[config.mk]
export PLATFORM = sky130hd
export DESIGN_NAME = lrs_sweep_ctrl
export DESIGN_NICKNAME = d
export VERILOG_FILES = /design/src/lrs_pkg.sv /design/src/lrs_sweep_ctrl.sv
export SDC_FILE = /design/constraint.sdc
export NUM_CORES = 1
export LEC_CHECK = 0
export BUFFER_PORTS_ARGS = -buffer_cell sky130_fd_sc_hd__buf_2
export CORE_AREA = 2 2 39 41
export CTS_CLUSTER_DIAMETER = 50
export DETAILED_ROUTE_END_ITERATION = 6
export DIE_AREA = 0 0 41 43
export SLEW_MARGIN = 20
export SYNTH_ARGS = -nofsm -noshare
export SYNTH_HDL_FRONTEND = slang
export SYNTH_SLANG_ARGS = --single-unit
export TNS_END_PERCENT = 5
[constraint.sdc]
create_clock -name clk -period 4.1 [get_ports clk]
set_input_delay 1.23 -clock clk [delete_from_list [all_inputs] [get_ports clk]]
set_output_delay 1.23 -clock clk [all_outputs]
set_load 0.02 [all_outputs]
[src/lrs_pkg.sv]
`timescale 1ns / 1ps
// Shared types, constants and helpers for the LPC residual synthesis block.
// No dependencies; every other file uses this package.
package lrs_pkg;

  // Filter geometry
  localparam int MaxOrder  = 16;
  localparam int NumBanks  = 4;
  localparam int CoefW     = 16;
  localparam int ResW      = 16;
  localparam int SampW     = 17;
  localparam int ProdW     = CoefW + SampW;
  localparam int AccW      = 38;
  localparam int FracBits  = 12;
  localparam int OrdW      = 5;
  localparam int TapIdxW   = 4;

  // Configuration port
  localparam int CfgIdxW   = 3;
  localparam int CfgDataW  = 64;

  typedef logic signed [CoefW-1:0] coef_t;
  typedef logic signed [ResW-1:0]  res_t;
  typedef logic signed [SampW-1:0] sample_t;
  typedef logic signed [ProdW-1:0] prod_t;
  typedef logic signed [AccW-1:0]  acc_t;
  typedef logic [OrdW-1:0]         order_t;
  typedef logic [CfgIdxW-1:0]      cfg_idx_t;
  typedef logic [CfgDataW-1:0]     cfg_data_t;
  typedef logic [TapIdxW-1:0]      tap_idx_t;

  // Register indexes
  localparam cfg_idx_t RegOrder     = 3'd0;
  localparam cfg_idx_t RegCoefBank0 = 3'd1;
  localparam cfg_idx_t RegCoefBank1 = 3'd2;
  localparam cfg_idx_t RegCoefBank2 = 3'd3;
  localparam cfg_idx_t RegCoefBank3 = 3'd4;

  // Rounding and clipping of the prediction
  localparam acc_t RoundAdd = 38'sd2048;
  localparam acc_t SatHi    = 38'sd32767;
  localparam acc_t SatLo    = -38'sd32768;

  // Tap lane controls from the sequencer
  typedef struct packed {
    logic load;     // clear partial sum, capture coefficient
    logic sweep;    // rebuild step from the stored history
    logic advance;  // a word was accepted: shift the transposed chain
  } lane_ctl_t;

  // Round half up at bit 12, floor shift, clip to signed 16 bits
  function automatic res_t round_clip(acc_t a);
    acc_t r;
    acc_t q;
    r = a + RoundAdd;
    q = r >>> FracBits;
    if (q > SatHi) begin
      q = SatHi;
    end else if (q < SatLo) begin
      q = SatLo;
    end
    return res_t'(q[ResW-1:0]);
  endfunction

endpackage

[src/lrs_sweep_ctrl.sv]
`timescale 1ns / 1ps
// Sequencer: streaming, or rebuilding the partial sums after a register write.
// Drives the lane controls and the history tap index. Uses lrs_pkg.
module lrs_sweep_ctrl (
  input  logic                 clk,
  input  logic                 rst,
  input  logic                 cfg_we,
  input  logic                 advance,
  output lrs_pkg::lane_ctl_t   ctl,
  output lrs_pkg::tap_idx_t    tap_idx,
  output logic                 run
);
  import lrs_pkg::*;

  typedef enum logic [2:0] {
    ST_RUN   = 3'b001,
    ST_LOAD  = 3'b010,
    ST_SWEEP = 3'b100
  } seq_state_t;

  seq_state_t state;
  seq_state_t state_next;
  tap_idx_t   cnt;

  // Next state; a register write always restarts the rebuild
  always_comb begin
    state_next = state;
    if (cfg_we) begin
      state_next = ST_LOAD;
    end else begin
      case (state)
        ST_RUN:   state_next = ST_RUN;
        ST_LOAD:  state_next = ST_SWEEP;
        ST_SWEEP: state_next = (cnt == '1) ? ST_RUN : ST_SWEEP;
        default:  state_next = ST_RUN;
      endcase
    end
  end

  always_ff @(posedge clk) begin
    if (rst) begin
      state <= ST_RUN;
      cnt   <= '0;
    end else begin
      state <= state_next;
      if (state == ST_LOAD) begin
        cnt <= tap_idx_t'(1);
      end else if (state == ST_SWEEP) begin
        cnt <= cnt + tap_idx_t'(1);
      end
    end
  end

  // Lane controls
  always_comb begin
    ctl.load    = (state == ST_LOAD);
    ctl.sweep   = (state == ST_SWEEP);
    ctl.advance = advance;
    run         = (state == ST_RUN);
    tap_idx     = cnt;
  end

endmodule

# == Yosys cells after proc, flatten, opt, wreduce, memory -nomap -nowiden ==
# Index checks and enable logic that the tools add are counted.
# word_totals
register_bits,7
inputBits,4
out_inout_bits,8
elab_cells,17
# classes
addsub,1
n_eq_ne,4
mux,5
n_reduce_logical,3
# ops
op,n
$pmux 3 s2,1
$add 4x1->4 const B,1
$eq 4x4->1 const B,1
$reduce_or 2->1,2
$eq 3x1->1 const B,1
$eq 3x2->1 const B,1
$eq 3x3->1 const B,1
$mux 3,1
$mux 1,2
$mux 2,1
$reduce_bool 2->1,1

# == Logic depth before layout (Yosys ltp) ==
# logic_depth
word_depth,4
depth_mapped,4
ltp_nobuf,4

# == Worst setup path after synthesis ==
# OpenSTA, ideal clock, no wires.
# synth_path
path_type,input-to-output
startpoint,input port advance
endpoint,output port ctl[0] (netlist name)
t_arrival_ns,1.364
t_required_ns,2.870
setup_slack_ns,1.506
path_stages,1
path_buffers,1
path_cell_list,buf_4
# synth_rtl
item,line_no,text
start: declaration,lrs_sweep_ctrl.sv:8,"input logic advance,"
end: declaration,lrs_sweep_ctrl.sv:9,"output lrs_pkg::lane_ctl_t ctl,"
# No word-level cell between the ends.

==> flow_metrics.tcl <==
set metrics [dict create \
    combPwrFrac_pct 7.8 \
    synthCells 37 \
    critPathRequiredTime_ps 2870 \
    grt_max_degree 10 \
    gr-total-overflow 0 \
    cp-end-kind "output pin" \
    vdd_drop_max_mv 0.1088 \
    cts_root_buf "clkbuf_4" \
    finish.utilization_pct 30.83 \
    clock_latency_ps 250 \
    ant_nets 0 \
    crit_chain "or3b_4, inv_1, buf_2" \
    postCtsHoldBufs 0 \
    reg2reg_depth 3 \
    powerDensity_nw_per_um2 342.7 \
    clock_path_buffers 2 \
    synth_edf_count 0 \
    postCtsSetupRepairBufs 0 \
    fmax_mhz 390.2 \
    drc 0 \
    rsz0062_at_grt "no" \
    syn_area_per_cell_um2 9.266 \
    drive_gt1_share_pct 30.61 \
    post_drt_wl_per_cell_um 10.40 \
    antenna-diode-count 0 \
    htree_levels 1 \
    nNetsFinal 55 \
    p_clk_share_pct 42.5 \
    area_delta_synth_final_pct 24.45 \
    worstPathArrival_ps 1330 \
    syn_area_um2 342.8 \
    intPower_mw 0.1123 \
    max_slew_margin_pct 78.99 \
    slew_viol_final 0 \
    drt_iter0_markers 3 \
    coreArea_um2 1384 \
    reg2reg_to "tap_idx[3]$_SDFFE_PP0N_" \
    grt_usage_pct 9.127 \
    yosys_warnings 0 \
    start_util_pct 24.77 \
    outcome "finished, final reports clean" \
    cap_viol_max_count 0 \
    hp-start "tap_idx[3]$_SDFFE_PP0N_" \
    wirelength_um 676 \
    io_buffers 9 \
    dieArea_um2 1763 \
    ys_async_sr_fraction_pct 0 \
    worstSetupPathType "register to output pin" \
    fillers 149 \
    cts-resized-gates 0 \
    multi_input_area_um2 183.9 \
    synth_top_area_share_pct 40.88 \
    worstPathMaxFanout 8 \
    reg2reg_slack_ps 2680 \
    grt_pass1_wl_um 1028 \
    post-route-period-util_pct 62.51 \
    die_w_um 41 \
    yosys.area.top_type "dfxtp_1" \
    synth_ff_type "dfxtp_1" \
    grt_pass1_vias 265 \
    worstSetupStartpointType "register" \
    crit_family "flip-flops" \
    ys_ff_latch 7 \
    synth_nets 42 \
    critPathSlowestCell "dfxtp_1" \
    min_to "tap_idx[3]$_SDFFE_PP0N_" \
    cp_num_cells 3 \
    slowest_delay_ps 440 \
    stdcell_area_um2 426.7 \
    period_minus_slack_ps 2563 \
    synth_most_common_cell "dfxtp_1" \
    ioPinCount 12 \
    row_count 14 \
    p_switching_mw 0.03394 \
    ys_types 23 \
    fin_tns_setup_ps 0 \
    postPlaceCellArea_um2 400.4 \
    cts_tree "built" \
    dp_hpwl_um 504.7 \
    ys_seq_area_share_pct 40.88 \
    drtPass1Iterations 4 \
    num_vias 295 \
    skew_ps 0.4684 \
    timing.rr.start "state[2]$_SDFF_PP0_" \
    synth_area_leaders "dfxtp_1, nor2_1, nor3b_1" \
    numCtsBuffers 3 \
    hold_depth 2 \
    viasPerCell 4.538 \
    tightest_slew_ps 311.0 \
    cts_num_sinks 7 \
    share_seq_of_total_power_pct 49.8 \
    die_y_um 43 \
    sw_frac_of_total_pct 23.21 \
    p_leak_nw 0.2029 \
    hold_path.class "register to register" \
    finalHoldViolations 0 \
    gp_congestion 0.6647 \
    synthTopCellsByCount "dfxtp_1, nor2_1, inv_1" \
    finalSetupViolCount 0 \
    worst-path-buf-inv 2 \
    seq_area_um2 140.1 \
    clk_pin_slew_ps 50 \
    antenna_found_initial 0 \
]
[worst reg2reg max path: cells and delay by family (launching register included)]
| kind | cells | cell delay [ps] |
|---|---|---|
| simple gates | 2 | 790 |
| flops | 1 | 440 |
| compound gates | 1 | 130 |
[metrics by stage]
step                      hold slack, ps  setup WS, ps  power [mW]  cells
after floorplan                    514.2          1506     0.08248     37
after global placement             489.8          1640     0.08552     61
after detailed placement           506.3          1640     0.08563     61
after CTS                          513.6          1531      0.1515     65
after global routing               538.9          1461      0.1547     65
final                              508.1          1537      0.1462     65
[layout by cell type, fill, tap and decap left out]
master / netlist / layout
or2_2: 1 / 1
clkbuf_4: 0 / 3
and2b_1: 1 / 1
ha_1: 1 / 1
o21bai_1: 1 / 1
or3_1: 1 / 1
dfxtp_1: 7 / 7
a211o_1: 1 / 1
nor3b_1: 2 / 2
nor4_1: 1 / 1
buf_2: 0 / 9
mux2_2: 1 / 1
o21ai_0: 1 / 1
or3b_4: 1 / 1
nor4bb_1: 1 / 1
clkbuf_1: 0 / 1
nor2b_1: 1 / 1
xnor2_1: 1 / 1
nand3_1: 2 / 2
a21oi_1: 2 / 2
a221oi_1: 1 / 1
nor2_1: 4 / 4
mux2i_1: 1 / 1
a211oi_1: 1 / 1
inv_1: 3 / 3
[power groups by stage]
stage | registers [mW] | clock network, mW | logic (mW)
final | 0.0728 | 0.0621 | 0.0113
after detailed placement | 0.0742 | 0 | 0.0114
after global routing | 0.0731 | 0.0691 | 0.0124
after CTS | 0.0727 | 0.0673 | 0.0115
after global placement | 0.0742 | 0 | 0.0113
after floorplan | 0.0738 | 0 | 0.00870
[registers in the layout, summed over array words and instances, names as in the netlist]
name	cells
tap_idx	4
state	3
[metal layers]
| layer | vias up | GRT usage (%) | share of wire (%) |
|---|---|---|---|
| met5 | - | 0 | 0 |
| li1 | 156 | - | - |
| met2 | 13 | 11.88 | 42 |
| met1 | 126 | 10.26 | 50 |
| met3 | 0 | 3.141 | 7.8 |
| met4 | 0 | 10.00 | 0 |
[cells by family after synthesis]
kind of cell / after synthesis / share of synthesized area, %
buffers and inverters: 4 / 5.475
and+or+nand+nor: 15 / 27.38
muxes: 2 / 6.204
AOI/OAI and AO/OA: 7 / 13.87
DFF: 7 / 40.87
xor gates and xnor gates: 1 / 2.555
adders and majority gates: 1 / 3.649
[worst max-delay path by stage]
stage / endpoint / from / slack [ps]
after detailed placement: ctl[0] / advance / 1640
after CTS: ctl[1] / state[2]$_SDFF_PP0_ / 1530
after global placement: ctl[0] / advance / 1640
after floorplan: ctl[0] / advance / 1510
final: ctl[1] / state[2]$_SDFF_PP0_ / 1540
after global routing: ctl[1] / state[2]$_SDFF_PP0_ / 1460
[cell type report]
| cell class | count | share of cell area [%] |
|---|---|---|
| multi-input cells | 26 | 43.11 |
| flip-flops and latches | 7 | 32.84 |
| repair buffers | 9 | 10.56 |
| clock buffers | 4 | 6.158 |
| well taps | 16 | 4.692 |
| inverters | 3 | 2.639 |
(Power assumes the default switching activity.)
