**config.mk**
```make
export PLATFORM = sky130hd
export DESIGN_NAME = lrs_tap_lane
export DESIGN_NICKNAME = d
export VERILOG_FILES = /design/src/lrs_pkg.sv /design/src/lrs_tap_lane.sv
export SDC_FILE = /design/constraint.sdc
export NUM_CORES = 1
export LEC_CHECK = 0
export ABC_AREA = 0
export BUFFER_PORTS_ARGS = -buffer_cell sky130_fd_sc_hd__buf_2
export CORE_MARGIN = 2
export CORE_UTILIZATION = 50
export DETAILED_ROUTE_END_ITERATION = 10
export PLACE_DENSITY = 0.76
export REMOVE_ABC_BUFFERS = 1
export SYNTH_ARGS = -nofsm -noshare
export SYNTH_HDL_FRONTEND = slang
export SYNTH_SLANG_ARGS = --single-unit
```
**constraint.sdc**
```tcl
create_clock -name clk -period 24 [get_ports clk]
set_input_delay 3.6 -clock clk [delete_from_list [all_inputs] [get_ports clk]]
set_output_delay 3.6 -clock clk [all_outputs]
set_load 0.02 [all_outputs]
```
**src/lrs_pkg.sv**
```systemverilog
`timescale 1ns / 1ps
// Shared types, constants and helpers for the LPC residual synthesis block.
// No dependencies; every other file uses this package.
package lrs_pkg;

  // Filter geometry
  localparam int MaxOrder  = 16;
  localparam int NumBanks  = 4;
  localparam int CoefW     = 16;
  localparam int ResW      = 16;
  localparam int SampW     = 17;
  localparam int ProdW     = CoefW + SampW;
  localparam int AccW      = 38;
  localparam int FracBits  = 12;
  localparam int OrdW      = 5;
  localparam int TapIdxW   = 4;

  // Configuration port
  localparam int CfgIdxW   = 3;
  localparam int CfgDataW  = 64;

  typedef logic signed [CoefW-1:0] coef_t;
  typedef logic signed [ResW-1:0]  res_t;
  typedef logic signed [SampW-1:0] sample_t;
  typedef logic signed [ProdW-1:0] prod_t;
  typedef logic signed [AccW-1:0]  acc_t;
  typedef logic [OrdW-1:0]         order_t;
  typedef logic [CfgIdxW-1:0]      cfg_idx_t;
  typedef logic [CfgDataW-1:0]     cfg_data_t;
  typedef logic [TapIdxW-1:0]      tap_idx_t;

  // Register indexes
  localparam cfg_idx_t RegOrder     = 3'd0;
  localparam cfg_idx_t RegCoefBank0 = 3'd1;
  localparam cfg_idx_t RegCoefBank1 = 3'd2;
  localparam cfg_idx_t RegCoefBank2 = 3'd3;
  localparam cfg_idx_t RegCoefBank3 = 3'd4;

  // Rounding and clipping of the prediction
  localparam acc_t RoundAdd = 38'sd2048;
  localparam acc_t SatHi    = 38'sd32767;
  localparam acc_t SatLo    = -38'sd32768;

  // Tap lane controls from the sequencer
  typedef struct packed {
    logic load;     // clear partial sum, capture coefficient
    logic sweep;    // rebuild step from the stored history
    logic advance;  // a word was accepted: shift the transposed chain
  } lane_ctl_t;

  // Round half up at bit 12, floor shift, clip to signed 16 bits
  function automatic res_t round_clip(acc_t a);
    acc_t r;
    acc_t q;
    r = a + RoundAdd;
    q = r >>> FracBits;
    if (q > SatHi) begin
      q = SatHi;
    end else if (q < SatLo) begin
      q = SatLo;
    end
    return res_t'(q[ResW-1:0]);
  endfunction

endpackage

```
**src/lrs_tap_lane.sv**
```systemverilog
`timescale 1ns / 1ps
// One tap of the transposed all-pole filter: a multiplier and a partial sum.
// Also rebuilds its partial sum from the history after a coefficient change.
module lrs_tap_lane (
  input  logic                 clk,
  input  logic                 rst,
  input  lrs_pkg::lane_ctl_t   ctl,
  input  lrs_pkg::coef_t       coef_eff,
  input  lrs_pkg::sample_t     hist_new,
  input  lrs_pkg::sample_t     hist_tap,
  input  lrs_pkg::acc_t        w_up,
  input  lrs_pkg::coef_t       cs_up,
  output lrs_pkg::acc_t        w,
  output lrs_pkg::coef_t       cs
);
  import lrs_pkg::*;

  coef_t   mul_c;
  sample_t mul_s;
  prod_t   prod;

  // Shared multiplier: streaming uses the newest sample, rebuild walks history
  always_comb begin
    mul_c = ctl.sweep ? cs : coef_eff;
    mul_s = ctl.sweep ? hist_tap : hist_new;
    prod  = mul_c * mul_s;
  end

  // Partial sum register
  always_ff @(posedge clk) begin
    if (rst) begin
      w <= '0;
    end else if (ctl.load) begin
      w <= '0;
    end else if (ctl.sweep) begin
      w <= w + acc_t'(prod);
    end else if (ctl.advance) begin
      w <= acc_t'(prod) + w_up;
    end
  end

  // Coefficient shift line used during rebuild
  always_ff @(posedge clk) begin
    if (ctl.load) begin
      cs <= coef_eff;
    end else if (ctl.sweep) begin
      cs <= cs_up;
    end
  end

endmodule

```
[Word level (Yosys, flattened, before mapping)]
Index checks and enable logic that the tools add are counted.
Word-level totals
  logic and storage cells: 14
  output and inout port bits: 54
  bits of input ports: 109
  register bits after elaboration: 54
Cells by class
  $add $sub $neg: 2
  multiply operators: 1
  mux-type cells: 6
  reduce and logical (&&, ||, !) cells: 3
Operators with widths (number)
  38-bit 2-to-1 mux: 2
  16-bit 2-to-1 mux: 3
  33-bit by 38-bit adder with 38-bit output: 1
  38-bit by 33-bit adder with 38-bit output: 1
  16-bit by 17-bit multiplier with 33-bit output: 1
  17-bit 2-to-1 mux: 1
  2-bit nonzero test: 2
  2-bit OR reduction: 1

[Longest topological paths before layout]
  depth after elaboration: 5
  mapped depth: 36
  depth with buffers taken out: 34

[Worst setup path after synthesis]
Ideal clock, no wire load.
  kind: input to register
  start point: input port ctl[1] (netlist name)
  end point: register w[37]
  arrival: 12.063 ns
  path buffers: 3
  stages on the path: 33
  data required time: 23.877 ns
  path slack: 11.814 ns
  setup time: 0.123 ns
  cells stage by stage: clkbuf_1 > buf_1 > buf_1 > mux2i_1 > nor2_1 > fa_1 > inv_1 > fa_1 > inv_1 > fa_1 > fa_1 > fa_1 > inv_1 > fa_1 > inv_1 > ha_1 > and3_1 > and3_1 > a221o_1 > o41ai_1 > nand4b_1 > o211ai_1 > ha_1 > nand2_1 > o21a_1 > nor2_1 > o41ai_1 > a2bb2oi_1 > o21ai_0 > a31oi_1 > o21ai_0 > xor2_1 > mux2_1
On the way
  longest elaborated chain between the ends: 5
  elaborated cells on any way between the ends: 8
  classes of those cells: 2 x add/sub; 1 x mul; 4 x mux; 1 x reduce/logical
RTL lines
  start, declared: RTL line lrs_tap_lane.sv:7  | input lrs_pkg::lane_ctl_t ctl,
  16-bit 2-to-1 mux / 17-bit 2-to-1 mux (equally long branches): RTL line lrs_tap_lane.sv:24, lrs_tap_lane.sv:25
  16-bit by 17-bit multiplier with 33-bit output: RTL line lrs_tap_lane.sv:26  | prod = mul_c * mul_s;
  33-bit by 38-bit adder with 38-bit output: RTL line lrs_tap_lane.sv:38  | w <= acc_t'(prod) + w_up;
  38-bit 2-to-1 mux: RTL line lrs_tap_lane.sv:37  | end else if (ctl.advance) begin
  38-bit 2-to-1 mux: RTL line lrs_tap_lane.sv:35  | end else if (ctl.sweep) begin
  end signal, assigned: RTL line lrs_tap_lane.sv:36  | w <= w + acc_t'(prod);
  end signal, assigned: RTL line lrs_tap_lane.sv:38
  end, declared: RTL line lrs_tap_lane.sv:13  | output lrs_pkg::acc_t w,
Parallel ways exist; a longest one is shown, timed or not. The select of a mux whose other input is x is not followed.
A chain may end at the register's enable or synchronous reset.

[Final worst setup path]
Ends and elaborated chain as after synthesis.

==> reports/metrics.cfg <==
[outcome]
status=finished clean

[timing]
rsz0062_at_grt=no
period_needed_ns=13.38
fin_worst_skew_ns=0.0248
min_period_over_period=0.558
fmax_ghz=0.0747
setup_violations=0
hold_viol=0
worstMarginPinSlew_ns=1.11
fin_setup_tns_ns=0
maxSlewViolCount=0
slew_headroom=0.239
setup_slack_ns=10.62

[global_route]
grt_start_max_net_pins=44
antenna_found_initial=0
grtUsageTotal=0.268
grt_pass1_vias=12800
grt_pass1_wl_um=64300
overflow=0

[place]
gp_congestion=0.958
placed_cell_area_um2=16000
dp.cells=2182
dp_slack_ns=10.37
dpl.hpwl_um=33900
io_buffer_count=162

[flow_run]
cap_viol_max_count=0

[setup_path]
setup.worst_path.start_class=primary input
path_class=primary input to register
slowest_stage=mux2i_1
cp_max_fo=43
required_ns=24.24
max_stage_delay_ns=0.92
end_kind=register
cpMostUsedCell=fa_1
cp.arrival_ns=13.63

[route]
highest-signal-layer=met4
wirelength_um=40300
drtIter0Drc=819
drt-wirelength-per-cell_um=18.4
antenna_left=0
wl_met1_um=15500
avgViaCountPerCell=5.57
routed-wl-met3_um=2910
first_pass_iters=5
dr_wl_met2_um=20500
vias=12200
drc_errors=0

[final_layout]
drive_gt1_frac=0.158
layout_common_cells=inv_1, fa_1, nor2_1, nand2_1, buf_2
fin_nets=2312
syn2layout_area_growth_pct=9.49
final_common_cell=inv_1
diodes=0
design_area_um2=16200
fin_cells=2190

[clock_tree]
cts_hold_buf=0
cts_buffer_depth=2
clock_latency_ns=0.34
cts_root_buffer=clkbuf_16
ctsResizeCount=0
htreeDepth=2
postCtsSetupBuffers=0
cts_tree=done
cts_buffers=5
clk_pin_slew_worst_paths_ns=0.10
cts.sinks=54

[synthesis]
netlist_instances=1660
ys_seq_area_frac=0.0840
async_flop_share=0
synth_area_um2=14800
muxShareOfSynthArea=0.0862
synth.distinct_cells=61
synth-compound-area-share=0.0848
ys_ff_latch=54
synth-simple-area-share=0.143
ys.flop_type=dfxtp_1
synth_top_family_by_area=adder cells
ys_warn_count=0
syn-mean-instance-area_um2=8.90
synth-adder-area-share=0.478
synth_edf_count=16
synth_xor_area_frac=0.0350

[floorplan]
die_w_um=176
core_um2=28900
start_util=0.511
rows=62
die_area_um2=30900
die_h_um=176
io_pins=163

[hold_path]
hold_class=register to register

==> flip-flops by register name (all words and copies together), names as in the netlist <==
signal,flops
cs,16
w,38
==> path summary, 6_finish.rpt <==
path	from	end	slack, ns	depth (start not counted)
setup / recovery	ctl[1]	w[37]	10.62	31
hold / removal	w[0]	w[0]	0.47	2
setup reg to reg	cs[3]	w[37]	14.58	29
hold reg to reg	w[0]	w[0]	0.47	2
==> cell type report <==
cell class	count	area [um2]
clock buffer	6	129
clock inverter	2	13.8
fill	2595	12800
inverter	312	1170
multi-input combinational	1256	12200
sequential	54	1240
tap	384	480
timing repair buffer	176	918
==> synth_stat cells, types with 2 or more instances <==
cell | count | area [um2]
inv_1 | 312 | 1170
fa_1 | 277 | 5550
nor2_1 | 194 | 728
nand2_1 | 184 | 691
ha_1 | 121 | 1510
mux2_2 | 81 | 912
a21oi_1 | 75 | 375
xnor2_1 | 40 | 350
dfxtp_1 | 38 | 761
mux2i_1 | 35 | 350
clkbuf_1 | 30 | 113
o21ai_0 | 24 | 120
a21o_1 | 22 | 165
xor2_1 | 19 | 166
nor3_1 | 18 | 90.1
edfxtp_1 | 16 | 480
nand3_1 | 16 | 80.1
and3_1 | 12 | 75.1
or2_2 | 12 | 75.1
a211oi_1 | 11 | 82.6
nand2b_1 | 9 | 56.3
nor2b_1 | 9 | 56.3
o21bai_1 | 9 | 67.6
a22o_1 | 8 | 70.1
buf_1 | 8 | 30.0
a31oi_1 | 6 | 37.5
o21a_1 | 6 | 45.0
nand3b_1 | 5 | 37.5
nand4_1 | 5 | 31.3
o211ai_1 | 5 | 37.5
o41ai_1 | 5 | 43.8
nor3b_1 | 4 | 30.0
nor4_1 | 3 | 18.8
nor4b_1 | 3 | 26.3
o21ai_1 | 3 | 15.0
or3_1 | 3 | 18.8
a21boi_0 | 2 | 15.0
a21oi_2 | 2 | 17.5
a221o_1 | 2 | 20.0
a41o_1 | 2 | 20.0
and2_1 | 2 | 12.5
nand4b_1 | 2 | 17.5
o31a_1 | 2 | 17.5
==> cells by family (layout without fill, tap and decap cells) <==
family,Yosys count,count (layout)
buffers and inverters,350,496
xor gates and xnor gates,59,59
AOI/OAI and AO/OA,194,194
adders and majority gates,398,398
muxes,117,117
DFF,54,54
and+or+nand+nor,488,488
==> per-layer routing <==
layer | GRT usage | vias to the layer above
met4 | 0.0988 | 0
met2 | 0.473 | 509
met5 | 0 | -
met1 | 0.331 | 6043
li1 | - | 5565
met3 | 0.0413 | 86
==> stage by stage <==
step           utilization  hold WS (ns)
2_1_floorplan            -         0.539
3_3_place_gp         0.554         0.450
3_5_place_dp         0.554         0.456
4_1_cts              0.559         0.471
5_1_grt              0.559         0.491
6_report             0.559         0.470
==> critical path, delay by kind of cell <==
family	cells	cell delay, ns
XOR/XNOR	1	0.16
AND/OR/NAND/NOR	5	1.01
adder cells (fa/ha/maj)	8	3.89
buffers and inverters	4	1.46
AO/OA/AOI/OAI	11	2.19
multiplexers	2	1.25
Power is left out: the tool's default activity adds up to more than one toggle a clock period on the data nets, which glitch-free logic cannot reach.
