`config.mk`:
```
export PLATFORM = sky130hd
export DESIGN_NAME = lrs_cfg_regs
export DESIGN_NICKNAME = d
export VERILOG_FILES = /design/src/lrs_pkg.sv /design/src/lrs_cfg_regs.sv
export SDC_FILE = /design/constraint.sdc
export NUM_CORES = 1
export LEC_CHECK = 0
export ABC_AREA = 0
export BUFFER_PORTS_ARGS = -buffer_cell sky130_fd_sc_hd__buf_2
export CAP_MARGIN = 10
export CORE_ASPECT_RATIO = 1.75
export CORE_MARGIN = 10
export CORE_UTILIZATION = 53
export DETAILED_ROUTE_END_ITERATION = 16
export GPL_TIMING_DRIVEN = 0
export PLACE_DENSITY = 0.81
export RECOVER_POWER = 25
export SKIP_CTS_REPAIR_TIMING = 1
export SYNTH_ARGS = -nofsm -noshare
export SYNTH_HDL_FRONTEND = slang
export SYNTH_SLANG_ARGS = --single-unit
```
`constraint.sdc`:
```
create_clock -name clk -period 6.8 [get_ports clk]
set_input_delay 1.36 -clock clk [delete_from_list [all_inputs] [get_ports clk]]
set_output_delay 1.36 -clock clk [all_outputs]
set_load 0.005 [all_outputs]
```
`src/lrs_pkg.sv`:
```
`timescale 1ns / 1ps
// Shared types, constants and helpers for the LPC residual synthesis block.
// No dependencies; every other file uses this package.
package lrs_pkg;

  // Filter geometry
  localparam int MaxOrder  = 16;
  localparam int NumBanks  = 4;
  localparam int CoefW     = 16;
  localparam int ResW      = 16;
  localparam int SampW     = 17;
  localparam int ProdW     = CoefW + SampW;
  localparam int AccW      = 38;
  localparam int FracBits  = 12;
  localparam int OrdW      = 5;
  localparam int TapIdxW   = 4;

  // Configuration port
  localparam int CfgIdxW   = 3;
  localparam int CfgDataW  = 64;

  typedef logic signed [CoefW-1:0] coef_t;
  typedef logic signed [ResW-1:0]  res_t;
  typedef logic signed [SampW-1:0] sample_t;
  typedef logic signed [ProdW-1:0] prod_t;
  typedef logic signed [AccW-1:0]  acc_t;
  typedef logic [OrdW-1:0]         order_t;
  typedef logic [CfgIdxW-1:0]      cfg_idx_t;
  typedef logic [CfgDataW-1:0]     cfg_data_t;
  typedef logic [TapIdxW-1:0]      tap_idx_t;

  // Register indexes
  localparam cfg_idx_t RegOrder     = 3'd0;
  localparam cfg_idx_t RegCoefBank0 = 3'd1;
  localparam cfg_idx_t RegCoefBank1 = 3'd2;
  localparam cfg_idx_t RegCoefBank2 = 3'd3;
  localparam cfg_idx_t RegCoefBank3 = 3'd4;

  // Rounding and clipping of the prediction
  localparam acc_t RoundAdd = 38'sd2048;
  localparam acc_t SatHi    = 38'sd32767;
  localparam acc_t SatLo    = -38'sd32768;

  // Tap lane controls from the sequencer
  typedef struct packed {
    logic load;     // clear partial sum, capture coefficient
    logic sweep;    // rebuild step from the stored history
    logic advance;  // a word was accepted: shift the transposed chain
  } lane_ctl_t;

  // Round half up at bit 12, floor shift, clip to signed 16 bits
  function automatic res_t round_clip(acc_t a);
    acc_t r;
    acc_t q;
    r = a + RoundAdd;
    q = r >>> FracBits;
    if (q > SatHi) begin
      q = SatHi;
    end else if (q < SatLo) begin
      q = SatLo;
    end
    return res_t'(q[ResW-1:0]);
  endfunction

endpackage

```
`src/lrs_cfg_regs.sv`:
```
`timescale 1ns / 1ps
// Configuration registers: predictor order and four coefficient banks.
// Produces the coefficient set masked to the active order. Uses lrs_pkg.
module lrs_cfg_regs (
  input  logic                clk,
  input  logic                rst,
  input  logic                cfg_we,
  input  lrs_pkg::cfg_idx_t   cfg_index,
  input  lrs_pkg::cfg_data_t  cfg_wdata,
  output lrs_pkg::coef_t      eff_coef [lrs_pkg::MaxOrder]
);
  import lrs_pkg::*;

  order_t    order;
  cfg_data_t bank [NumBanks];
  order_t    taps;

  // Register writes; unknown indexes are dropped
  always_ff @(posedge clk) begin
    if (rst) begin
      order <= order_t'(1);
      for (int b = 0; b < NumBanks; b++) begin
        bank[b] <= '0;
      end
    end else if (cfg_we) begin
      case (cfg_index)
        RegOrder:     order   <= cfg_wdata[OrdW-1:0];
        RegCoefBank0: bank[0] <= cfg_wdata;
        RegCoefBank1: bank[1] <= cfg_wdata;
        RegCoefBank2: bank[2] <= cfg_wdata;
        RegCoefBank3: bank[3] <= cfg_wdata;
        default: ;
      endcase
    end
  end

  // Active tap count: zero counts as one, large values saturate
  always_comb begin
    if (order == '0) begin
      taps = order_t'(1);
    end else if (order > order_t'(MaxOrder)) begin
      taps = order_t'(MaxOrder);
    end else begin
      taps = order;
    end
  end

  // Unpack coefficients, zero the taps above the order
  always_comb begin
    for (int j = 0; j < MaxOrder; j++) begin
      if (order_t'(j) < taps) begin
        eff_coef[j] = coef_t'(bank[j >> 2][CoefW*(j & 3) +: CoefW]);
      end else begin
        eff_coef[j] = '0;
      end
    end
  end

endmodule

```
* After elaboration in Yosys (flattened, before gate mapping)
Memory sizes are Yosys's and may differ from the RTL's.
Index checks and enable logic that the tools add are counted.
** Operators by class
- $lt $le $gt $ge :: 17
- Equal/unequal tests :: 4
- Muxes and demuxes :: 40
- Bitwise gates (word level) :: 4
- Reduce and logical (&&, ||, !) cells :: 3
** Operator list (count)
- $mux W16 :: 16
- $mux W64 :: 4
- $lt A4 B5 Y1 const A :: 8
- $lt A3 B5 Y1 const A :: 4
- $mux W1 :: 18
- $lt A1 B5 Y1 const A :: 2
- $lt A2 B5 Y1 const A :: 2
- $mux W5 :: 2
- $eq A3 B2 Y1 const B :: 2
- $gt A5 B5 Y1 const B :: 1
- $logic_not A5 Y1 :: 1
- $or A1 B1 Y1 :: 4
- $eq A3 B1 Y1 const B :: 1
- $eq A3 B3 Y1 const B :: 1
- $logic_not A3 Y1 :: 1
- $reduce_and A2 Y1 :: 1
** Storage, ports and cells
- Flip-flop bits (word level) :: 5
- RAM bits :: 256
- Input port bits :: 70
- Logic and storage cells :: 70
- Memories kept :: 1
** Memories
- bank :: depth 4, width 64, rd ports 4, clocked after Yosys merged registers in 0, write ports 4, RTL line lrs_cfg_regs.sv:15 : cfg_data_t bank [NumBanks];

* Longest topological paths before layout
Gate-level depths: netlist of run 1.
- Depth in word-level cells :: 6
- Mapped depth :: 5
- Gate-level depth less buffers :: 2

* Worst setup path before layout of run 1
Ideal clock, no wire load.
- Path kind :: input-to-reg
- From :: input cfg_index[0]
- To :: memory bank[1][0] in the netlist's numbering, enable pin
- Library setup time :: 0.499 ns
- Data arrival time :: 4.899 ns
- Required time :: 6.301 ns
- Slack :: 1.401 ns
- Stages :: 4
- Path buffers :: 2
- Cell sequence :: nand2b_1 -> clkbuf_1 -> clkbuf_1 -> o21bai_1
** RTL lines
- start, declared :: RTL line lrs_cfg_regs.sv:8 : input lrs_pkg::cfg_idx_t cfg_index,
- end, declared :: RTL line lrs_cfg_regs.sv:15

==> results.md, run 1 <==
- Xor/xnor cell area share of the yosys netlist: 0%
- Most frequent cells in the layout: 309 x buf_2, 256 x nor3_1, 256 x edfxtp_1, 120 x nor2b_1, 110 x clkbuf_1
- Post-DRT Antenna Nets: 0
- Placed insts: 1,588
- Final hold viol count: 0
- Via density: 5.676
- Final worst slack: between 2 and 3 ns
- Clock Sink Count: 261
- Period minus WS final: 3.891 ns
- CP max FO: 10
- WL per Instance: 23.16 um
- Ys flop type: edfxtp_1
- Mean Syn Cell Area: 12.09 um^2
- Synth Register Bits: 261
- DP HPWL: 27.49 mm
- Total CTS buffers: 23
- Clk Latency, worst-skew pair: 0.52 ns
- Kind of critical path: register to primary output
- Synth unique cells: 35
- Crit path DAT: 2.53 ns
- # rows: 71
- Die Y: approximately 220 um
- TritonCTS clock tree: built
- Least-Margin Pin Slew: roughly 1.4 ns
- Syn Inst Count: just under 1,000
- First-pass GRT wire length: ~56 mm
- Design Area, Final: 14,570 um^2
- Setup slack, reg-to-reg: 5.59 ns
- Initial Util: 53.97%
- Worst slack at placement: a little over 3 ns
- IO Port Bufs: 325
- Final setup viols: 0
- Rel. slew slack: 6.528%
- Register Area: 7787 um^2
- RSZ-0062 raised after global routing: no
- Multi-input logic area: 3234 um^2
- Routed WL: 37.80 mm
- Antenna violations before repair: 2
- Leading cell type in the layout, fill and taps excluded: buf_2
- Die width: 132.1 um
- Async set-reset flop share out of synthesis: 0%
- Setup TNS Final: 0 ns
- Clock skew: 0 ns
- CTS clk-pin slew, worst paths: 0.07 ns
- CP Launch Type: register
- Yosys warns: 0
- Router iterations before antenna repair: 5
- Mapped Nets: 1,034
- Simple-gate portion of the synthesized area: between 20 and 25%
- Vias in the first global route: 9,494
- GPL Wtd Cong: approximately 0.84
- Area growth from synthesis to layout: 25.06%
- Gr ovfl total: 0
- Final nets: between 1,000 and 1,500
- Max Transition Viols Final: 0
- Fin crit share: a little under three fifths
- Synth Area in Compound Gates: 4.306%
- IO Count: 326
- CP endpoint kind: primary output
- Iteration-0 DRC Markers: 971
- Post-Synth Adder-Cell Area: 0%
- CORE AREA: 21,590 um^2
- Status: finished, final reports clean
- Worst min path class: register to register
- Overall power: between 3000 and 4000 uW
- Max VDD drop: 217.1 uV
- Mux share of post-synthesis cell area: 0.4296%
- Post-synth EDFFs: about 260
- Largest family of logic cells by synthesized area: simple AND/OR/NAND/NOR gates
- Non-filler cells, final: 1,632
- Layout cell share with drive strength beyond 1: 27.28%
- Fmax: ~0.26 GHz
- Max Buffers Root-to-Sink: 3
- Max-cap violations: 0
- Total die area: 28,550 um^2
- Root buffer cell: clkbuf_16
- PwrDens: 243.9 nW/um^2
- DR vias: just over 9,000
- Fillers: 1,646
- Worst EP required: 5.44 ns
- Area after DPL: 13,850 um^2
- CTS H-tree lvls: 1
- P_leak: 0.005951 uW
- DRC viols: 0
- Mapped Area: between 10,000 and 15,000 um^2
- Largest net degree at the start of global routing: 43
- Total GRT Usage: 25.29%
- Post-synthesis sequential area ratio: 66.84%
==> metrics by stage <==
stage | utilization (%) | hold slack [ns]
2_1_floorplan | - | 0.6081
3_3_place_gp | 63.20 | 0.6545
6_report | 67.50 | 0.6989
3_5_place_dp | 64.15 | 0.6764
5_1_grt | 67.50 | 0.7287
4_1_cts | 67.70 | 0.6831
==> synth_stat cells, types with 2 or more instances <==
cell type	instances	area (um^2)
and2b_1	8	60.06
nand2b_1	12	75.07
nor2b_1	120	750.7
buf_1	7	26.28
dfxtp_1	5	100.1
o21ai_1	2	10.01
a21boi_0	48	360.4
inv_1	65	244.0
clkbuf_1	87	326.6
and3_1	32	200.2
nor3_1	256	1281
nor2_1	3	11.26
buf_2	3	15.01
edfxtp_1	256	7687
and2_1	32	200.2
mux2i_1	5	50.05
o21bai_1	3	22.52
buf_4	3	22.52
==> logic make-up after synthesis <==
group / after synthesis
simple gates: 471
compound gates: 61
mux: 5
flops: 261
buf+inv: 166
==> per-layer routing <==
metal  global-route usage [%]  routed length [um]  vias to the layer above
met5                        0                   0                        -
met4                    13.29                2003                        0
met3                    4.562                2856                      116
met2                    46.13               20020                      544
met1                    27.12               12920                     4489
li1                         -                   -                     4114
==> sequential cells by signal, indices dropped and copies added, names as in the netlist <==
signal  flops
order       5
bank      256
==> path summary, 6_finish.rpt <==
path | cells after the start | end | startpoint
hold / removal | 2 | order[0]$_SDFFE_PP1P_ | order[0]$_SDFFE_PP1P_
setup / recovery | 5 | eff_coef[165] | order[3]$_SDFFE_PP0P_
hold reg to reg | 2 | order[0]$_SDFFE_PP1P_ | order[0]$_SDFFE_PP1P_
setup reg to reg | 4 | order[4]$_SDFFE_PP0P_ | order[4]$_SDFFE_PP0P_
==> worst max-delay path: stages (launching register included) <==
cell,delay (ns)
dfxtp_1,0.38
buf_4,0.22
a211oi_2,0.62
clkbuf_1,0.43
and2b_1,0.24
buf_2,0.13
==> layout make-up <==
cell class	count	share of cell area, %
clock buffers	27	4.053
plain buffers	101	2.756
repair buffers	332	12.12
multi-input cells	537	22.20
well taps	292	2.507
clock inverters	15	1.211
diodes	2	0.03435
flip-flops and latches	261	53.44
inverters	65	1.674
==> power breakdown <==
group / switching (uW) / internal, uW / total, uW
logic: 199 / 99.8 / 299
clock network: 588 / 775 / 1360
registers: 23.3 / 1870 / 1890
(Power assumes the default switching activity.)
==> inputs of run 2 (changes only) <==
Clock period 6.8 ns to 3.88 ns, I/O delays scaled along.
==> run 2 against run 1 <==
Effect of this change:
- critical path type unchanged
- via count decreased by 2.3%
- design area shrank 0.33%
- combinational power increased by 74%
- largest power group unchanged
==> results.md, run 2 (synthesis results as in run 1) <==
- Status: finished, final reports clean (unchanged)
- Pint: 4681 uW (was 2744 uW)
- Hold Path End: order[1]$_SDFFE_PP0P_ (was order[0]$_SDFFE_PP1P_)
- Fmax: slightly below 0.3 GHz
- Worst hold start: cfg_wdata[1] (was order[0]$_SDFFE_PP1P_)
- Max Buffers Root-to-Sink: 3 (unchanged)
- IO Port Bufs: 325 (unchanged)
- CP Launch Type: register (unchanged)
- CTS H-tree lvls: 1 (unchanged)
- Routed WL: 37.38 mm (was 37.80 mm)
- Final worst slack: 0.5283 ns (was 2.910 ns)
- Worst EP required: 3.10 ns (was 5.44 ns)
- Switching share of power: 23.39% (was 22.79%)
- Clk Latency, worst-skew pair: 0.52 ns (about the same)
- Clk pwr share: 37.2% (was 38.3%)
- Layout cell share with drive strength beyond 1: 27.60% (was 27.28%)
- DRC viols: 0 (unchanged)
- CP max FO: 10 (unchanged)
- Fin crit share: a little under nine tenths
- Non-filler cells, final: 1,629 (was 1,632)
- # rows: 71 (unchanged)
- Overall power: 6110 uW (was 3554 uW)
- Clock skew: 0 ns (unchanged)
- Rel. slew slack: 5.535% (was 6.528%)
- Least-Margin Pin Slew: 1.397 ns (was 1.402 ns)
- Final setup viols: 0 (unchanged)
- Crit-path most repeated cell: buf_2
- Via density: 5.555 (was 5.676)
- Logic pwr share: 8.5% (was 8.4%)
- DR vias: 9,049 (was 9,263)
- Worst min path class: input port to register (was register to register)
- Max VDD drop: 359.4 uV (was 217.1 uV)
- Most frequent cells in the layout: 309 x buf_2, 256 x nor3_1, 256 x edfxtp_1, 120 x nor2b_1, 107 x clkbuf_1 (was 309 x buf_2, 256 x nor3_1, 256 x edfxtp_1, 120 x nor2b_1, 110 x clkbuf_1)
- Setup slack, reg-to-reg: 2.71 ns (was 5.59 ns)
- Seq pwr share: 54.3% (was 53.2%)
- Total die area: 28,550 um^2 (unchanged)
- P_leak: 0.005942 uW (was 0.005951 uW)
- Post-DRT Antenna Nets: 0 (unchanged)
- Router iterations before antenna repair: 5 (unchanged)
- Die Y: 216.1 um (unchanged)
- Leading cell type in the layout, fill and taps excluded: buf_2 (unchanged)
- Initial Util: 53.97% (unchanged)
- Root buffer cell: clkbuf_16 (unchanged)
- Worst slack at placement: 0.7784 ns (was 3.101 ns)
- Max FFs per register: 256 (unchanged)
- CP endpoint kind: primary output (unchanged)
- PwrDens: 420.7 nW/um^2 (was 243.9 nW/um^2)
- Hold-critical path depth: 3 (was 2)
- Period minus WS final: 3.352 ns
- Worst setup path start: order[4]$_SDFFE_PP0P_ (was order[3]$_SDFFE_PP0P_)
- Reg2Reg Launch Point: order[4]$_SDFFE_PP0P_ (unchanged)
- Gr ovfl total: 0 (unchanged)
- Antenna violations before repair: 0 (was 2)
- Final nets: 1,390 (was 1,391)
- Area growth from synthesis to layout: 24.65% (was 25.06%)
- CTS clk-pin slew, worst paths: 0.07 ns (about the same)
- Max Transition Viols Final: 0 (unchanged)
- Placed insts: 1,587 (was 1,588)
- Final hold viol count: 0 (unchanged)
- Net Sw Power: 1429 uW (was 810.0 uW)
- DP HPWL: 27.28 mm (was 27.49 mm)
- Largest registers: bank (256), order (5) (unchanged)
- CORE AREA: 21,590 um^2 (unchanged)
- Critical-path top delay cell: a21boi_0 (was a211oi_2)
- RR Endpoint: order[4]$_SDFFE_PP0P_ (unchanged)
- # diodes: 0 (was 2)
- CP cell instances: buf_6 > buf_2 > inv_1 > clkbuf_1 > a21boi_0 > buf_2 (was buf_4 > a211oi_2 > clkbuf_1 > and2b_1 > buf_2)
- WL per Instance: 22.95 um (was 23.16 um)
- Largest stage delay, worst path: 0.46 ns (was 0.62 ns)
- Biggest register: bank (unchanged)
- Largest net degree at the start of global routing: 65 (was 43)
- RSZ-0062 raised after global routing: no (unchanged)
- TritonCTS clock tree: built (unchanged)
- Total GRT Usage: 24.75% (was 25.29%)
- Max-cap violations: 0 (unchanged)
- First-pass GRT wire length: 55.05 mm (was 56.28 mm)
- Die width: 132.1 um (unchanged)
- Clock Sink Count: 261 (unchanged)
- GPL Wtd Cong: 0.8832 (was 0.8431)
- Iteration-0 DRC Markers: 704 (was 971)
- R2R depth: 4 (unchanged)
- Vias in the first global route: 9,226 (was 9,494)
- Kind of critical path: register to primary output (unchanged)
- IO Count: 326 (unchanged)
- Total CTS buffers: 23 (unchanged)
- Crit path DAT: 2.58 ns (was 2.53 ns)
- Setup TNS Final: 0 ns (unchanged)
[run 2: power groups by stage]
stage	sequential [uW]	combinational, uW	clock (uW)
after floorplan	3370	267	0
after global placement	3380	487	0
after detailed placement	3380	520	0
after CTS	3320	523	2280
after global routing	3330	557	2370
final	3320	520	2270
[run 2: cell type report]
cell class / instances / area [um^2]
Sequential cell: 261 / 7787
Fill cell: 1636 / 7064
Multi-Input combinational cell: 537 / 3253
Timing Repair Buffer: 331 / 1739
Clock buffer: 28 / 634.4
Buffer: 101 / 401.6
Tap cell: 292 / 365.4
Inverter: 65 / 244.0
Clock inverter: 14 / 97.59
[run 2: worst max path at each step]
stage | end | slack [ns] | cells past startpoint
5_1_grt | eff_coef[165] | 0.44 | 5
3_5_place_dp | bank[0][22]$_SDFFCE_PN0P_ | 0.78 | 6
4_1_cts | eff_coef[166] | 0.53 | 5
2_1_floorplan | bank[1][0]$_SDFFCE_PN0P_ | 0.43 | 4
6_report | eff_coef[96] | 0.53 | 6
3_3_place_gp | bank[0][23]$_SDFFCE_PN0P_ | -1.06 | 5
[run 2: per-stage QoR]
stage	hold WS, ns	cell area, um^2	utilization, %
3_5_place_dp	0.6679	13820	64.02
6_report	0.5467	14520	67.28
4_1_cts	0.5302	14550	67.41
2_1_floorplan	0.6081	11660	-
3_3_place_gp	0.6547	13650	63.25
5_1_grt	0.5626	14520	67.28
[run 2: critical path: cells and delay by family (launching register included)]
kind	cells	cell delay, ns
compound gates	1	0.46
buf+inv	5	1.15
flops	1	0.44
[run 2: metal layers]
metal	GRT usage, %	vias to the layer above	share of wire [%]
li1	-	4121	-
met1	27.00	4377	35
met2	45.09	456	53
met3	5.118	95	7.4
met4	10.95	0	4.0
met5	0	-	0
==> inputs of run 3 (changes only) <==
Settings changed: CORE_MARGIN 10 to 2, CTS_CLUSTER_DIAMETER set to 50, MAX_ROUTING_LAYER set to met4.
==> run 3 against run 2 <==
Effect of this change:
- clock skew unchanged
- utilization decreased by 0.17 points
- critical path depth decreased by 1
- combinational power decreased by 0.8%
- critical endpoint is now eff_coef[62]
- highest routed layer unchanged
==> results.md, run 3 (synthesis results as in run 1) <==
- P_leak: 0.005929 uW (was 0.005942 uW)
- DP HPWL: 24.73 mm (was 27.28 mm)
- Largest registers: bank (256), order (5) (unchanged)
- Die Y: 200.1 um (was 216.1 um)
- RSZ-0062 raised after global routing: no (unchanged)
- Logic pwr share: 8.6% (was 8.5%)
- Least-Margin Pin Slew: 1.310 ns (was 1.397 ns)
- Max-cap violations: 0 (unchanged)
- WL per Instance: 21.08 um (was 22.95 um)
- Post-DRT Antenna Nets: 0 (unchanged)
- R2R depth: 4 (unchanged)
- Area growth from synthesis to layout: 24.32% (was 24.65%)
- Hold Slack: 0.5600 ns (was 0.5467 ns)
- IO Count: 326 (unchanged)
- Vias in the first global route: 8,823 (was 9,226)
- Clk Latency, worst-skew pair: 0.51 ns (was 0.52 ns)
- Initial Util: 53.97% (unchanged)
- Final hold viol count: 0 (unchanged)
- Design Area, Final: 14,490 um^2 (was 14,520 um^2)
- Fmax: 0.3065 GHz (was 0.2984 GHz)
- Period minus WS final: 3.263 ns (was 3.352 ns)
- CORE AREA: 21,590 um^2 (unchanged)
- Setup slack, reg-to-reg: 2.71 ns (about the same)
- Most frequent cells in the layout: 311 x buf_2, 256 x nor3_1, 256 x edfxtp_1, 120 x nor2b_1, 109 x clkbuf_1 (was 309 x buf_2, 256 x nor3_1, 256 x edfxtp_1, 120 x nor2b_1, 107 x clkbuf_1)
- Total die area: 23,230 um^2 (was 28,550 um^2)
- Worst min path class: input port to register (unchanged)
- Max Transition Viols Final: 0 (unchanged)
- Root buffer cell: clkbuf_16 (unchanged)
- Hold-critical path depth: 3 (unchanged)
- Antenna violations before repair: 0 (unchanged)
- Worst slack at placement: 0.8208 ns (was 0.7784 ns)
- Worst hold start: cfg_wdata[2] (was cfg_wdata[1])
- CTS H-tree lvls: 1 (unchanged)
- Placed insts: 1,587 (unchanged)
- CTS clk-pin slew, worst paths: 0.07 ns (about the same)
- TritonCTS clock tree: built (unchanged)
- Max FFs per register: 256 (unchanged)
- Rel. slew slack: 11.44% (was 5.535%)
- Biggest register: bank (unchanged)
- Net Sw Power: 1364 uW (was 1429 uW)
- Total CTS buffers: 23 (unchanged)
- Die width: 116.1 um (was 132.1 um)
- Fin crit share: 84.10% (was 86.38%)
- Reg2Reg Launch Point: order[4]$_SDFFE_PP0P_ (unchanged)
- Kind of critical path: register to primary output (unchanged)
- Pint: 4612 uW (was 4681 uW)
- Leading cell type in the layout, fill and taps excluded: buf_2 (unchanged)
- Routed WL: 34.30 mm (was 37.38 mm)
- Clk pwr share: 35.9% (was 37.2%)
- CP endpoint kind: primary output (unchanged)
- # rows: 71 (unchanged)
- Max Buffers Root-to-Sink: 3 (unchanged)
- # diodes: 0 (unchanged)
- Final setup viols: 0 (unchanged)
- IO Port Bufs: 325 (unchanged)
- Layout cell share with drive strength beyond 1: 27.42% (was 27.60%)
- Clock Sink Count: 261 (unchanged)
- GPL Wtd Cong: 0.8670 (was 0.8832)
- Hold Path End: order[2]$_SDFFE_PP0P_ (was order[1]$_SDFFE_PP0P_)
- DRC viols: 0 (unchanged)
- Status: finished, final reports clean (unchanged)
- Final nets: 1,390 (unchanged)
- PwrDens: 412.6 nW/um^2 (was 420.7 nW/um^2)
- CP Launch Type: register (unchanged)
- Router iterations before antenna repair: 5 (unchanged)
- First-pass GRT wire length: 50.56 mm (was 55.05 mm)
- Iteration-0 DRC Markers: 707 (was 704)
- Seq pwr share: 55.5% (was 54.3%)
- RR Endpoint: order[4]$_SDFFE_PP0P_ (unchanged)
- Crit path DAT: 2.49 ns (was 2.58 ns)
- Max VDD drop: 425.1 uV (was 359.4 uV)
- Via density: 5.564 (was 5.555)
- Total GRT Usage: 29.81% (was 24.75%)
- Worst EP required: 3.10 ns (about the same)
- Final worst slack: 0.6170 ns (was 0.5283 ns)
- Gr ovfl total: 0 (unchanged)
- Area after DPL: 13,830 um^2 (was 13,820 um^2)
- CP max FO: 10 (unchanged)
- Switching share of power: 22.82% (was 23.39%)
- DR vias: 9,052 (was 9,049)
- Non-filler cells, final: 1,627 (was 1,629)
- Worst setup path start: order[1]$_SDFFE_PP0P_ (was order[4]$_SDFFE_PP0P_)
- Largest net degree at the start of global routing: 65 (unchanged)
- Clock skew: 0 ns (unchanged)
[run 3: stage by stage]
step                util [%]  TNS (ns)  power, uW
global route           67.10         0       6140
floorplan                  -         0       3635
global placement       63.25   -207.37       3859
detailed placement     64.09         0       3891
CTS                    67.21         0       5984
finish                 67.10         0       5976
[run 3: power by group through the flow]
stage / Clock, uW / Sequential [uW] / Combinational, uW
6_report: 2140 / 3320 / 516
4_1_cts: 2150 / 3320 / 517
5_1_grt: 2260 / 3330 / 553
3_5_place_dp: 0 / 3380 / 514
2_1_floorplan: 0 / 3370 / 267
3_3_place_gp: 0 / 3380 / 478
[run 3: cell type report]
type | count | area [um^2]
buffer | 101 | 401.6
timing repair buffer | 331 | 1760
sequential | 261 | 7787
clock buffer | 31 | 605.6
tap | 292 | 365.4
inverter | 65 | 244.0
multi-input combinational | 537 | 3253
clock inverter | 9 | 67.56
fill | 1684 | 7102
[run 3: routing by layer]
| metal | wire length (um) | vias to the layer above | GRT usage (%) |
|---|---|---|---|
| li1 | - | 4121 | - |
| met1 | 12380 | 4371 | 35.30 |
| met2 | 18230 | 470 | 51.50 |
| met3 | 2284 | 90 | 3.570 |
| met4 | 1401 | 0 | 11.31 |
| met5 | 0 | - | - |
[run 3: worst max-delay path: stages, from the launching register on]
cell and delay [ns]:
dfxtp_1 0.35, buf_4 0.20, o211ai_1 0.57, clkbuf_1 0.46, a21boi_0 0.23, buf_2 0.18
[run 3: worst max-delay path by stage]
stage | end
floorplan | bank[1][0]$_SDFFCE_PN0P_
finish | eff_coef[62]
global route | eff_coef[165]
detailed placement | bank[0][21]$_SDFFCE_PN0P_
global placement | bank[0][24]$_SDFFCE_PN0P_
CTS | eff_coef[166]
